--- config.mk ---
export PLATFORM = sky130hd
export DESIGN_NAME = dual_interval_timer_irq_core
export DESIGN_NICKNAME = d
export VERILOG_FILES = /design/src/rtl/dit_pkg.sv /design/src/rtl/dit_scale.sv /design/src/rtl/dit_timer.sv /design/src/rtl/dual_interval_timer_irq_core.sv
export SDC_FILE = /design/constraint.sdc
export NUM_CORES = 1
export LEC_CHECK = 0
export BUFFER_PORTS_ARGS = -buffer_cell sky130_fd_sc_hd__buf_2
export CAP_MARGIN = 30
export CORE_MARGIN = 2
export CORE_UTILIZATION = 45
export DETAILED_ROUTE_END_ITERATION = 8
export GPL_TIMING_DRIVEN = 0
export PLACE_DENSITY = 0.7
export SLEW_MARGIN = 20
export SYNTH_ARGS = -nofsm -noshare
export SYNTH_HDL_FRONTEND = slang
export SYNTH_HIERARCHICAL = 1
export SYNTH_SLANG_ARGS = --single-unit
--- constraint.sdc ---
create_clock -name clk -period 9.2 [get_ports clk]
set_input_delay 2.76 -clock clk [delete_from_list [all_inputs] [get_ports clk]]
set_output_delay 2.76 -clock clk [all_outputs]
set_load 0.1 [all_outputs]
--- src/rtl/dit_pkg.sv ---
// ----------------------------------------------------------------------------
// dit_pkg
// Shared types and constants for the dual interval timer with interrupt.
// ----------------------------------------------------------------------------
package dit_pkg;

  localparam int COUNT_W = 16;
  localparam int SPAN_W  = 13;

  localparam int TICK_RATE_DEF = 960;
  localparam int TIMER_DIV_DEF = 55555;

  localparam int S_TDATA_W = 16;
  localparam int S_TUSER_W = 2;
  localparam int M_TDATA_W = 16;

  typedef enum logic [1:0] {
    OP_TICK  = 2'd0,
    OP_WRITE = 2'd1,
    OP_READ  = 2'd2,
    OP_NOP   = 2'd3
  } op_t;

  localparam logic [1:0] PORT_ADDR0 = 2'd0;
  localparam logic [1:0] PORT_DATA0 = 2'd1;
  localparam logic [1:0] PORT_ADDR1 = 2'd2;
  localparam logic [1:0] PORT_DATA1 = 2'd3;

  localparam logic [7:0] REG_TA_HI = 8'h24;
  localparam logic [7:0] REG_TA_LO = 8'h25;
  localparam logic [7:0] REG_TB    = 8'h26;
  localparam logic [7:0] REG_MODE  = 8'h27;

  localparam logic [7:0] MODE_RESET = 8'h30;

  localparam int MODE_RUN_A = 0;
  localparam int MODE_RUN_B = 1;
  localparam int MODE_EN_A  = 2;
  localparam int MODE_EN_B  = 3;
  localparam int MODE_CLR_A = 4;
  localparam int MODE_CLR_B = 5;

  localparam logic [10:0] TA_SPAN = 11'd1024;
  localparam logic [8:0]  TB_SPAN = 9'd256;

  typedef struct packed {
    logic tick;
    logic mode_wr;
    logic run;
    logic en;
    logic clr;
  } timer_ctl_t;

endpackage

--- src/rtl/dit_scale.sv ---
// ----------------------------------------------------------------------------
// dit_scale
// Converts a timer span into a tick count: span * TICK_RATE / TIMER_DIV,
// floored, limited to 1 .. 2^COUNT_W-1. Uses a fixed-point reciprocal that
// is exact over the whole span range.
// ----------------------------------------------------------------------------
module dit_scale #(
  parameter int TICK_RATE = dit_pkg::TICK_RATE_DEF,
  parameter int TIMER_DIV = dit_pkg::TIMER_DIV_DEF
) (
  input  logic [dit_pkg::SPAN_W-1:0]  span,
  output logic [dit_pkg::COUNT_W-1:0] load
);
  import dit_pkg::*;

  localparam longint unsigned DIV      = longint'(TIMER_DIV);
  localparam longint unsigned SPAN_MAX = 64'd1 << (SPAN_W - 1);
  // enough fraction bits that the rounding error stays under 1/TIMER_DIV
  localparam int FRAC = $clog2(SPAN_MAX * DIV) + 1;
  localparam longint unsigned RECIP = ((longint'(TICK_RATE) << FRAC) + DIV - 1) / DIV;
  localparam int RW  = $clog2(RECIP + 1);
  localparam int PW0 = SPAN_W + RW;
  localparam int PW  = (PW0 > FRAC + COUNT_W + 1) ? PW0 : FRAC + COUNT_W + 1;
  localparam int QW  = PW - FRAC;

  logic [PW-1:0] prod;
  logic [QW-1:0] quot;

  assign prod = PW'(span) * PW'(RECIP);
  assign quot = prod[PW-1:FRAC];

  always_comb begin
    if (|quot[QW-1:COUNT_W]) begin
      load = '1;
    end else if (quot[COUNT_W-1:0] == '0) begin
      load = COUNT_W'(1);
    end else begin
      load = quot[COUNT_W-1:0];
    end
  end

endmodule

--- src/rtl/dit_timer.sv ---
// ----------------------------------------------------------------------------
// dit_timer
// One interval timer: run state, down counter with reload, and its flag.
// ----------------------------------------------------------------------------
module dit_timer (
  input  logic                        clk,
  input  logic                        rst,
  input  dit_pkg::timer_ctl_t         ctl,
  input  logic [dit_pkg::COUNT_W-1:0] load,
  output logic                        flag,
  output logic                        flag_next
);
  import dit_pkg::*;

  logic               running;
  logic               running_next;
  logic [COUNT_W-1:0] count;
  logic [COUNT_W-1:0] count_next;

  always_comb begin
    running_next = running;
    count_next   = count;
    flag_next    = flag;
    if (ctl.mode_wr) begin
      if (ctl.clr) flag_next = 1'b0;
      if (ctl.run) begin
        // start only from idle, a running timer keeps its count
        if (!running) begin
          running_next = 1'b1;
          count_next   = load;
        end
      end else begin
        running_next = 1'b0;
        count_next   = '0;
      end
    end else if (ctl.tick && running && count != '0) begin
      if (count == COUNT_W'(1)) begin
        if (ctl.en) flag_next = 1'b1;
        count_next = load;
      end else begin
        count_next = count - COUNT_W'(1);
      end
    end
  end

  always_ff @(posedge clk) begin
    if (rst) begin
      running <= 1'b0;
      count   <= '0;
      flag    <= 1'b0;
    end else begin
      running <= running_next;
      count   <= count_next;
      flag    <= flag_next;
    end
  end

`ifndef SYNTHESIS
  a_run_nonzero : assert property (@(posedge clk) disable iff (rst)
    running |-> count != '0) else $error("running timer holds zero count");
  a_idle_zero : assert property (@(posedge clk) disable iff (rst)
    !running |-> count == '0) else $error("idle timer holds a count");
  a_flag_on_tick : assert property (@(posedge clk) disable iff (rst)
    $rose(flag) |-> $past(ctl.tick) && $past(ctl.en))
    else $error("flag raised without an enabled tick");
`endif

endmodule

--- src/rtl/dual_interval_timer_irq_core.sv ---
// ----------------------------------------------------------------------------
// dual_interval_timer_irq_core
// Timer pair behind a four-port byte bus, with status read and interrupt.
//
//   channel | dir | payload
//   s_*     | in  | tuser: opcode; tdata: port, data
//   m_*     | out | tdata: read_data, irq
//
// one transaction in, one transaction out, one per cycle sustained while m_tready holds
// two register stages: input register, then result register
// result registered once the m side is free, held in the result register until taken
// the load scaling is one multiplier per timer off the setting registers
// rst (synchronous) idles both timers, clears flags, mode register = 0x30
// a stalled m side holds one result and one item in the input register
// ----------------------------------------------------------------------------
module dual_interval_timer_irq_core #(
  parameter int TICK_RATE = dit_pkg::TICK_RATE_DEF,
  parameter int TIMER_DIV = dit_pkg::TIMER_DIV_DEF
) (
  input  logic                          clk,
  input  logic                          rst,
  input  logic                          s_tvalid,
  output logic                          s_tready,
  input  logic [dit_pkg::S_TDATA_W-1:0] s_tdata,  // port[1:0], data[9:2], zero pad
  input  logic [dit_pkg::S_TUSER_W-1:0] s_tuser,  // opcode[1:0]
  output logic                          m_tvalid,
  input  logic                          m_tready,
  output logic [dit_pkg::M_TDATA_W-1:0] m_tdata   // read_data[7:0], irq[8], zero pad
);
  import dit_pkg::*;

  logic       in_valid;
  op_t        in_op;
  logic [1:0] in_port;
  logic [7:0] in_data;

  logic [7:0] address_latch;
  logic       bank_select;
  logic [9:0] timer_a_setting;
  logic [7:0] timer_b_setting;
  logic [7:0] mode_reg;

  logic [7:0] read_data;
  logic       irq;

  logic       advance;
  logic       reg_wr;
  logic       mode_wr;
  timer_ctl_t ctl_a;
  timer_ctl_t ctl_b;

  logic [SPAN_W-1:0]  span_a;
  logic [SPAN_W-1:0]  span_b;
  logic [8:0]         span_b_coarse;
  logic [COUNT_W-1:0] load_a;
  logic [COUNT_W-1:0] load_b;
  logic               flag_a;
  logic               flag_b;
  logic               flag_a_next;
  logic               flag_b_next;

  assign advance  = in_valid && (!m_tvalid || m_tready);
  assign s_tready = !in_valid || advance;

  always_ff @(posedge clk) begin
    if (rst) begin
      in_valid <= 1'b0;
    end else if (s_tready) begin
      in_valid <= s_tvalid;
    end
    if (s_tvalid && s_tready) begin
      in_op   <= op_t'(s_tuser[1:0]);
      in_port <= s_tdata[1:0];
      in_data <= s_tdata[9:2];
    end
  end

  // register writes go through only with bank 0 on the data port
  assign reg_wr  = (in_op == OP_WRITE) && (in_port == PORT_DATA0) && !bank_select;
  assign mode_wr = advance && reg_wr && (address_latch == REG_MODE);

  always_ff @(posedge clk) begin
    if (rst) begin
      address_latch   <= '0;
      bank_select     <= 1'b0;
      timer_a_setting <= '0;
      timer_b_setting <= '0;
      mode_reg        <= MODE_RESET;
    end else if (advance && in_op == OP_WRITE) begin
      if (in_port inside {PORT_ADDR0, PORT_ADDR1}) begin
        address_latch <= in_data;
        bank_select   <= (in_port == PORT_ADDR1);
      end else if (reg_wr) begin
        case (address_latch)
          REG_TA_HI: timer_a_setting <= {in_data, timer_a_setting[1:0]};
          REG_TA_LO: timer_a_setting <= {timer_a_setting[9:2], in_data[1:0]};
          REG_TB:    timer_b_setting <= in_data;
          REG_MODE:  mode_reg        <= in_data;
          default:   ;
        endcase
      end
    end
  end

  always_comb begin
    ctl_a.tick    = advance && (in_op == OP_TICK);
    ctl_a.mode_wr = mode_wr;
    ctl_a.run     = in_data[MODE_RUN_A];
    ctl_a.en      = mode_reg[MODE_EN_A];
    ctl_a.clr     = in_data[MODE_CLR_A];
    ctl_b.tick    = advance && (in_op == OP_TICK);
    ctl_b.mode_wr = mode_wr;
    ctl_b.run     = in_data[MODE_RUN_B];
    ctl_b.en      = mode_reg[MODE_EN_B];
    ctl_b.clr     = in_data[MODE_CLR_B];
  end

  assign span_a        = SPAN_W'(TA_SPAN) - SPAN_W'(timer_a_setting);
  assign span_b_coarse = TB_SPAN - {1'b0, timer_b_setting};
  assign span_b        = SPAN_W'({span_b_coarse, 4'b0000});

  dit_scale #(
    .TICK_RATE (TICK_RATE),
    .TIMER_DIV (TIMER_DIV)
  ) u_scale_a (
    .span (span_a),
    .load (load_a)
  );

  dit_scale #(
    .TICK_RATE (TICK_RATE),
    .TIMER_DIV (TIMER_DIV)
  ) u_scale_b (
    .span (span_b),
    .load (load_b)
  );

  dit_timer u_timer_a (
    .clk       (clk),
    .rst       (rst),
    .ctl       (ctl_a),
    .load      (load_a),
    .flag      (flag_a),
    .flag_next (flag_a_next)
  );

  dit_timer u_timer_b (
    .clk       (clk),
    .rst       (rst),
    .ctl       (ctl_b),
    .load      (load_b),
    .flag      (flag_b),
    .flag_next (flag_b_next)
  );

  always_comb begin
    read_data = '0;
    if (in_op == OP_READ && in_port == PORT_ADDR0) begin
      read_data = {6'b000000, flag_b_next, flag_a_next};
    end
    irq = flag_a_next | flag_b_next;
  end

  always_ff @(posedge clk) begin
    if (rst) begin
      m_tvalid <= 1'b0;
    end else if (advance) begin
      m_tvalid <= 1'b1;
    end else if (m_tready) begin
      m_tvalid <= 1'b0;
    end
    if (advance) begin
      m_tdata <= M_TDATA_W'({irq, read_data});
    end
  end

`ifndef SYNTHESIS
  a_status_bits : assert property (@(posedge clk) disable iff (rst)
    m_tvalid |-> m_tdata[7:2] == 6'd0 && m_tdata[M_TDATA_W-1:9] == '0)
    else $error("unused result bits set");
  a_empty_ready : assert property (@(posedge clk) disable iff (rst)
    !in_valid |-> s_tready) else $error("empty input stage not ready");
  a_clear_both : assert property (@(posedge clk) disable iff (rst)
    mode_wr && ctl_a.clr && ctl_b.clr |=> !flag_a && !flag_b)
    else $error("flags survive a clear of both");
  a_irq_flags : assert property (@(posedge clk) disable iff (rst)
    advance |=> m_tdata[8] == (flag_a || flag_b))
    else $error("irq disagrees with flags");
`endif

endmodule
Yosys cells after proc, flatten, opt, wreduce, memory -nomap -nowiden
Index checks and enable logic that the tools add are counted.
W data, S select, Z words.
{"block": "classes", "n_reduce_logical": 35, "shifts": 0, "multipliers": 2, "n_lt_le_gt_ge": 0, "bitwise_logic": 4, "n_eq_ne": 12, "muxes": 27, "div": 0, "addsub": 4}
{"op": "$mux W16", "n": 10}
{"op": "$mul A13 B24 Y37 const B", "n": 1}
{"op": "$mul A9 B24 Y33 const B", "n": 1}
{"op": "$eq A16 B1 Y1 const B", "n": 2}
{"op": "$eq A8 B6 Y1 const B", "n": 4}
{"op": "$logic_not A16 Y1", "n": 2}
{"op": "$reduce_bool A16 Y1", "n": 2}
{"op": "$sub A16 B1 Y16 const B", "n": 2}
{"op": "$pmux W10 S2", "n": 1}
{"op": "$mux W8", "n": 2}
{"op": "$mux W1", "n": 14}
{"op": "$logic_and A1 B1 Y1", "n": 13}
{"op": "$sub A11 B10 Y12 const A", "n": 1}
{"op": "$reduce_and A5 Y1", "n": 2}
{"op": "$sub A9 B8 Y9 const A", "n": 1}
{"op": "$reduce_and A4 Y1", "n": 2}
{"op": "$reduce_bool A2 Y1", "n": 4}
{"op": "$ne A3 B3 Y1 const B", "n": 2}
{"op": "$reduce_and A2 Y1", "n": 3}
{"op": "$eq A2 B1 Y1 const B", "n": 2}
{"op": "$eq A2 B2 Y1 const B", "n": 2}
{"op": "$logic_not A2 Y1", "n": 2}
{"op": "$logic_not A1 Y1", "n": 3}
{"op": "$not A1 Y1", "n": 3}
{"op": "other kinds (2)", "n": 3}
{"block": "totals", "wordCells": 103, "ram_bits": 0, "romBits": 0, "memories": 0, "latch_bits": 0, "reg_bits": 90}

Longest topological paths before layout
{"block": "depth", "depth_word": 9, "ltp_mapped": 26}

By module
The synthesis kept the hierarchy.
{"module": "dit_scale at u_scale_b", "area_each_um2": 5170.0, "cells_per_inst": 572, "n_inst": 1, "seq_area_each_um2": 0.0}
{"module": "dit_scale at u_scale_a", "area_each_um2": 4922.2, "cells_per_inst": 530, "n_inst": 1, "seq_area_each_um2": 0.0}
{"module": "dit_timer", "area_each_um2": 1600.3, "cells_per_inst": 200, "n_inst": 2, "seq_area_each_um2": 360.3}
{"module": "dual_interval_timer_irq_core", "area_each_um2": 2285.9, "cells_per_inst": 229, "n_inst": 1, "seq_area_each_um2": 1071.0}

Least setup slack after synthesis
No wires, ideal clock.
{"block": "synth_timing", "kind": "flip-flop to flip-flop", "from": "register timer_a_setting[0]", "to": "register u_timer_a.count[0]", "stages_incl_launch_ff": 25, "setup_slack_ns": 2.555, "path_buffers": 0, "t_arrival_ns": 6.587, "cell_sequence": "dfxtp_1 > inv_1 > ha_1 > nand3_1 > xor2_1 > ha_1 > fa_1 > inv_1 > fa_1 > fa_1 > inv_1 > fa_1 > inv_1 > ha_1 > a21oi_4 > a21oi_1 > a311o_1 > a21o_1 > or4_4 > a211oi_2 > o2111ai_1 > o311ai_2 > o21ai_0 > a21oi_1 > o211a_1"}
{"block": "synth_via", "elab_chain_len": 7, "word_cells_on_any_way": 9, "cone_classes": "1 x add/sub; 1 x mul; 6 x mux; 1 x reduce/logical"}
{"element": "from (decl)", "line_no": "dual_interval_timer_irq_core.sv:39", "source": "logic [9:0] timer_a_setting;"}
{"element": "from (signal assigned)", "line_no": "dual_interval_timer_irq_core.sv:95", "source": "REG_TA_HI: timer_a_setting <= {in_data, timer_a_setting[1:0]};"}
{"element": "from (signal assigned)", "line_no": "dual_interval_timer_irq_core.sv:96", "source": "REG_TA_LO: timer_a_setting <= {timer_a_setting[9:2], in_data[1:0]};"}
{"element": "$sub A11 B10 Y12 *", "line_no": "dual_interval_timer_irq_core.sv:118", "source": "assign span_a = SPAN_W'(TA_SPAN) - SPAN_W'(timer_a_setting);"}
{"element": "net span_a[6]", "line_no": "dual_interval_timer_irq_core.sv:52", "source": "logic [SPAN_W-1:0] span_a;"}
{"element": "$mul A13 B24 Y37 *", "line_no": "dit_scale.sv:29", "source": "assign prod = PW'(span) * PW'(RECIP);"}
{"element": "$logic_not A16 Y1", "line_no": "dit_scale.sv:35", "source": "end else if (quot[COUNT_W-1:0] == '0) begin"}
{"element": "$mux W8 *", "line_no": "dit_scale.sv:35"}
{"element": "net load_a[0]", "line_no": "dual_interval_timer_irq_core.sv:55", "source": "logic [COUNT_W-1:0] load_a;"}
{"element": "$mux W16, on equally long branches", "line_no": "dit_timer.sv:37, dit_timer.sv:28"}
{"element": "$mux W16, on equally long branches", "line_no": "dit_timer.sv:36, dit_timer.sv:26"}
{"element": "$mux W16 *", "line_no": "dit_timer.sv:24", "source": "if (ctl.mode_wr) begin"}
{"element": "to (signal assigned)", "line_no": "dit_timer.sv:53", "source": "count <= count_next;"}
{"element": "to (decl)", "line_no": "dit_timer.sv:17", "source": "logic [COUNT_W-1:0] count;"}
The timed path passes the listed nets; every way through them passes the cells marked *. The select of a mux whose other input is x is not followed.
A chain may end at the register's enable or synchronous reset.

Worst setup path after layout
Same ends and word-level chain as after synthesis.

==> run_results.csv <==
group,metric,value,unit
grt,grt_overflow,0,
route,top_layer_used,"met4",
route,wl,37.0,mm
floorplanning,dieArea,36100,um^2
clock_network,root_buffer,"clkbuf_16",
floorplanning,fp.dieW,190,um
sta,clock.fmax,0.127,GHz
clock_network,clk_transition_reported_paths,70,ps
grt,grt_start_max_net_pins,17,
final_layout,nets,2289,
floorplanning,pin_count,40,
placed_design,placed_area,16500,um^2
synth,ys_types,105,
clock_network,cts_setup_buffers,0,
power,p_leak,8.62,nW
grt,grt_pass1_vias,12400,
floorplanning,start_util,0.454,
final_layout,final_cells,2299,
setup_path,cp-end-kind,"register",
route,route.met2.wl,17.3,mm
synth,synth-main-ff-cell,"dfxtp_1",
sta,setup_tns,0,ps
setup_path,crit_family,"adder cells",
floorplanning,row_count,68,
grt,grt_pass1_wl,62.1,mm
placed_design,globalplace.congestion,0.915,
clock_network,clk_latency,350,ps
setup_path,crit_type,"reg2reg",
clock_network,hold_buffers,0,
synth,async_flop_share,0,
sta,finalSetupViolCount,0,
job,drv_cap,0,
synth,synthesis.area,15600,um^2
sta,finalHoldViolCount,0,
synth,ys_ff_latch,82,
clock_network,cts_resized,0,
power,vdd_drop_max,0.0939,mV
route,dr_wl_met3,1.74,mm
worst_hold_path,min_path_type,"reg2reg",
placed_design,post-dp-hpwl,31.0,mm
clock_network,cts_tree,"done",
sta,fin_skew,7.77,ps
sta,period_share,0.856,
synth,synth.avg_cell_area,9.00,um^2
floorplanning,design.core.area,34300,um^2
route,via_per_inst,5.37,
sta,tightest_slew,933,ps
sta,finalCriticalPeriod,7870,ps
sta,maxSlewViolCount,0,
sta,whs,485,ps
route,dr.pass1.iters,5,
synth,yosysSeqAreaShare,0.115,
setup_path,crit_slowest_cell,"xnor2_1",
sta,rsz0062_at_grt,"false",
route,drt-met1-wl,17.2,mm
route,ant_nets,0,
placed_design,placedCellCount,2276,
setup_path,cp_num_buf_inv,5,
floorplanning,die_y,190,um
status,run_status,"complete, no violations",
grt,antenna_found_initial,0,
sta,maxSlewHeadroom,0.376,
setup_path,crit_arrival,8160,ps
final_layout,syn2layout_area_growth,8.54,%
route,dr_total_vias,12300,
final_layout,antennaDiodeCount,0,
synth,yosysWarningCount,6,
route,drt_iter0_drc,764,
final_layout,drive_gt1_frac,0.0992,
placed_design,io_buffers,20,
setup_path,critPathMaxStageDelay,670,ps
final_layout,largestRegisters,"u_timer_a/count x16, u_timer_b/count x16, timer_a_setting x10",
setup_path,crit_fanout,9,
clock_network,clk_path_buf_depth,2,
clock_network,htree_levels,3,
synth,synth_edf_count,15,
route,drc,0,
synth,syn_inst,1731,
grt,grt_usage,0.212,
route,wl_per_cell,16.1,um
clock_network,cts_buffers,9,
setup_path,cp_common_cell,"inv_1",
setup_path,worst_ep_required_time,9490,ps
power,power_density,75.4,nW/um^2
setup_path,worstSetupStartpointType,"register",
clock_network,cts_sinks,82,
final_layout,final_cell_area,16900,um^2
logic make-up after synthesis:
logic type | after synthesis | synth area share
AO/OA/AOI/OAI | 348 | 0.156
XOR/XNOR | 33 | 0.0190
adder cells (fa/ha/maj) | 428 | 0.431
buffers and inverters | 428 | 0.115
flip-flops | 82 | 0.115
multiplexers | 31 | 0.0209
other | 3 | 0.000723
AND/OR/NAND/NOR | 378 | 0.141
where the power goes:
| group | switching [mW] | internal, mW |
|---|---|---|
| sequential | 0.00481 | 0.370 |
| combinational | 0.316 | 0.187 |
| clock | 0.164 | 0.232 |
cells in the mapped netlist (7+ instances only):
| cell | n | area share |
|---|---|---|
| mux2_2 | 12 | 0.0087 |
| and4_1 | 8 | 0.0045 |
| xnor2_1 | 22 | 0.012 |
| o21ai_0 | 39 | 0.013 |
| ha_1 | 246 | 0.20 |
| o221ai_1 | 8 | 0.0045 |
| o21a_1 | 8 | 0.0039 |
| or2_2 | 10 | 0.0040 |
| dfxtp_1 | 67 | 0.086 |
| o211a_1 | 10 | 0.0064 |
| and2_1 | 9 | 0.0036 |
| a21boi_0 | 9 | 0.0043 |
| buf_2 | 12 | 0.0039 |
| nand4_1 | 27 | 0.011 |
| a21oi_1 | 93 | 0.030 |
| clkbuf_1 | 19 | 0.0046 |
| buf_4 | 32 | 0.015 |
| xor2_1 | 10 | 0.0056 |
| o211ai_1 | 11 | 0.0053 |
| fa_1 | 182 | 0.23 |
| nand2b_1 | 12 | 0.0048 |
| a311oi_1 | 9 | 0.0051 |
| and3_1 | 8 | 0.0032 |
| nor3_1 | 29 | 0.0093 |
| nand2_1 | 82 | 0.020 |
| a21o_1 | 25 | 0.012 |
| o31ai_1 | 12 | 0.0058 |
| a211oi_1 | 13 | 0.0063 |
| o21ai_1 | 25 | 0.0080 |
| o21bai_1 | 7 | 0.0034 |
| mux2i_1 | 19 | 0.012 |
| inv_1 | 353 | 0.085 |
| nand3_1 | 39 | 0.013 |
| nor2_1 | 80 | 0.019 |
| nor3b_1 | 7 | 0.0034 |
| edfxtp_1 | 15 | 0.029 |
| a31oi_1 | 16 | 0.0064 |
cell type report:
cell class              instances  area [um^2]
repair buffers                 31          175
fillers                      3251        17400
clock buffers                  10          250
plain buffers                  73          467
flip-flops and latches         82         1790
inverters                     355         1330
well taps                     455          569
clock inverters                 6         80.1
multi-input cells            1287        12200
routing by layer:
layer | up-vias | global-route usage
met3 | 68 | 0.0280
met5 | - | 0
met1 | 5936 | 0.294
met4 | 0 | 0.0474
li1 | 6013 | -
met2 | 326 | 0.351
stage by stage:
stage / utilization / setup slack [ps] / power, mW
after global placement: 0.481 / 1400 / 0.858
after global routing: 0.493 / 957 / 1.37
final: 0.493 / 1330 / 1.27
after detailed placement: 0.482 / 1430 / 0.866
after CTS: 0.492 / 1370 / 1.27
after floorplan: - / 2560 / 0.764
cells in the final DEF, fill, tap and decap left out, types with 29 or more instances in the layout:
cell     netlist  layout
buf_4         32      38
a21oi_1       93      93
buf_2         12      34
nor2_1        80      80
conb_1         3      69
inv_1        353     353
fa_1         182     182
nor3_1        29      29
o21ai_0       39      39
nand3_1       39      39
nand2_1       82      82
dfxtp_1       67      67
ha_1         246     246
path summary, 6_finish.rpt:
check / slack [ps] / startpoint / cells after the start / endpoint
max: 1330 / timer_a_setting[0]$_SDFFE_PP0P_ / 26 / u_timer_a/count[0]$_SDFFE_PP0P_
max reg2reg: 1330 / timer_a_setting[0]$_SDFFE_PP0P_ / 26 / u_timer_a/count[0]$_SDFFE_PP0P_
min reg2reg: 490 / mode_reg[2]$_SDFFE_PP0P_ / 2 / mode_reg[2]$_SDFFE_PP0P_
min: 490 / mode_reg[2]$_SDFFE_PP0P_ / 2 / mode_reg[2]$_SDFFE_PP0P_
worst min-delay path: stages (launching register included):
cell and delay, ps:
dfxtp_1 310, nand2b_1 60, mux2i_1 60
(Power assumes the default switching activity.)
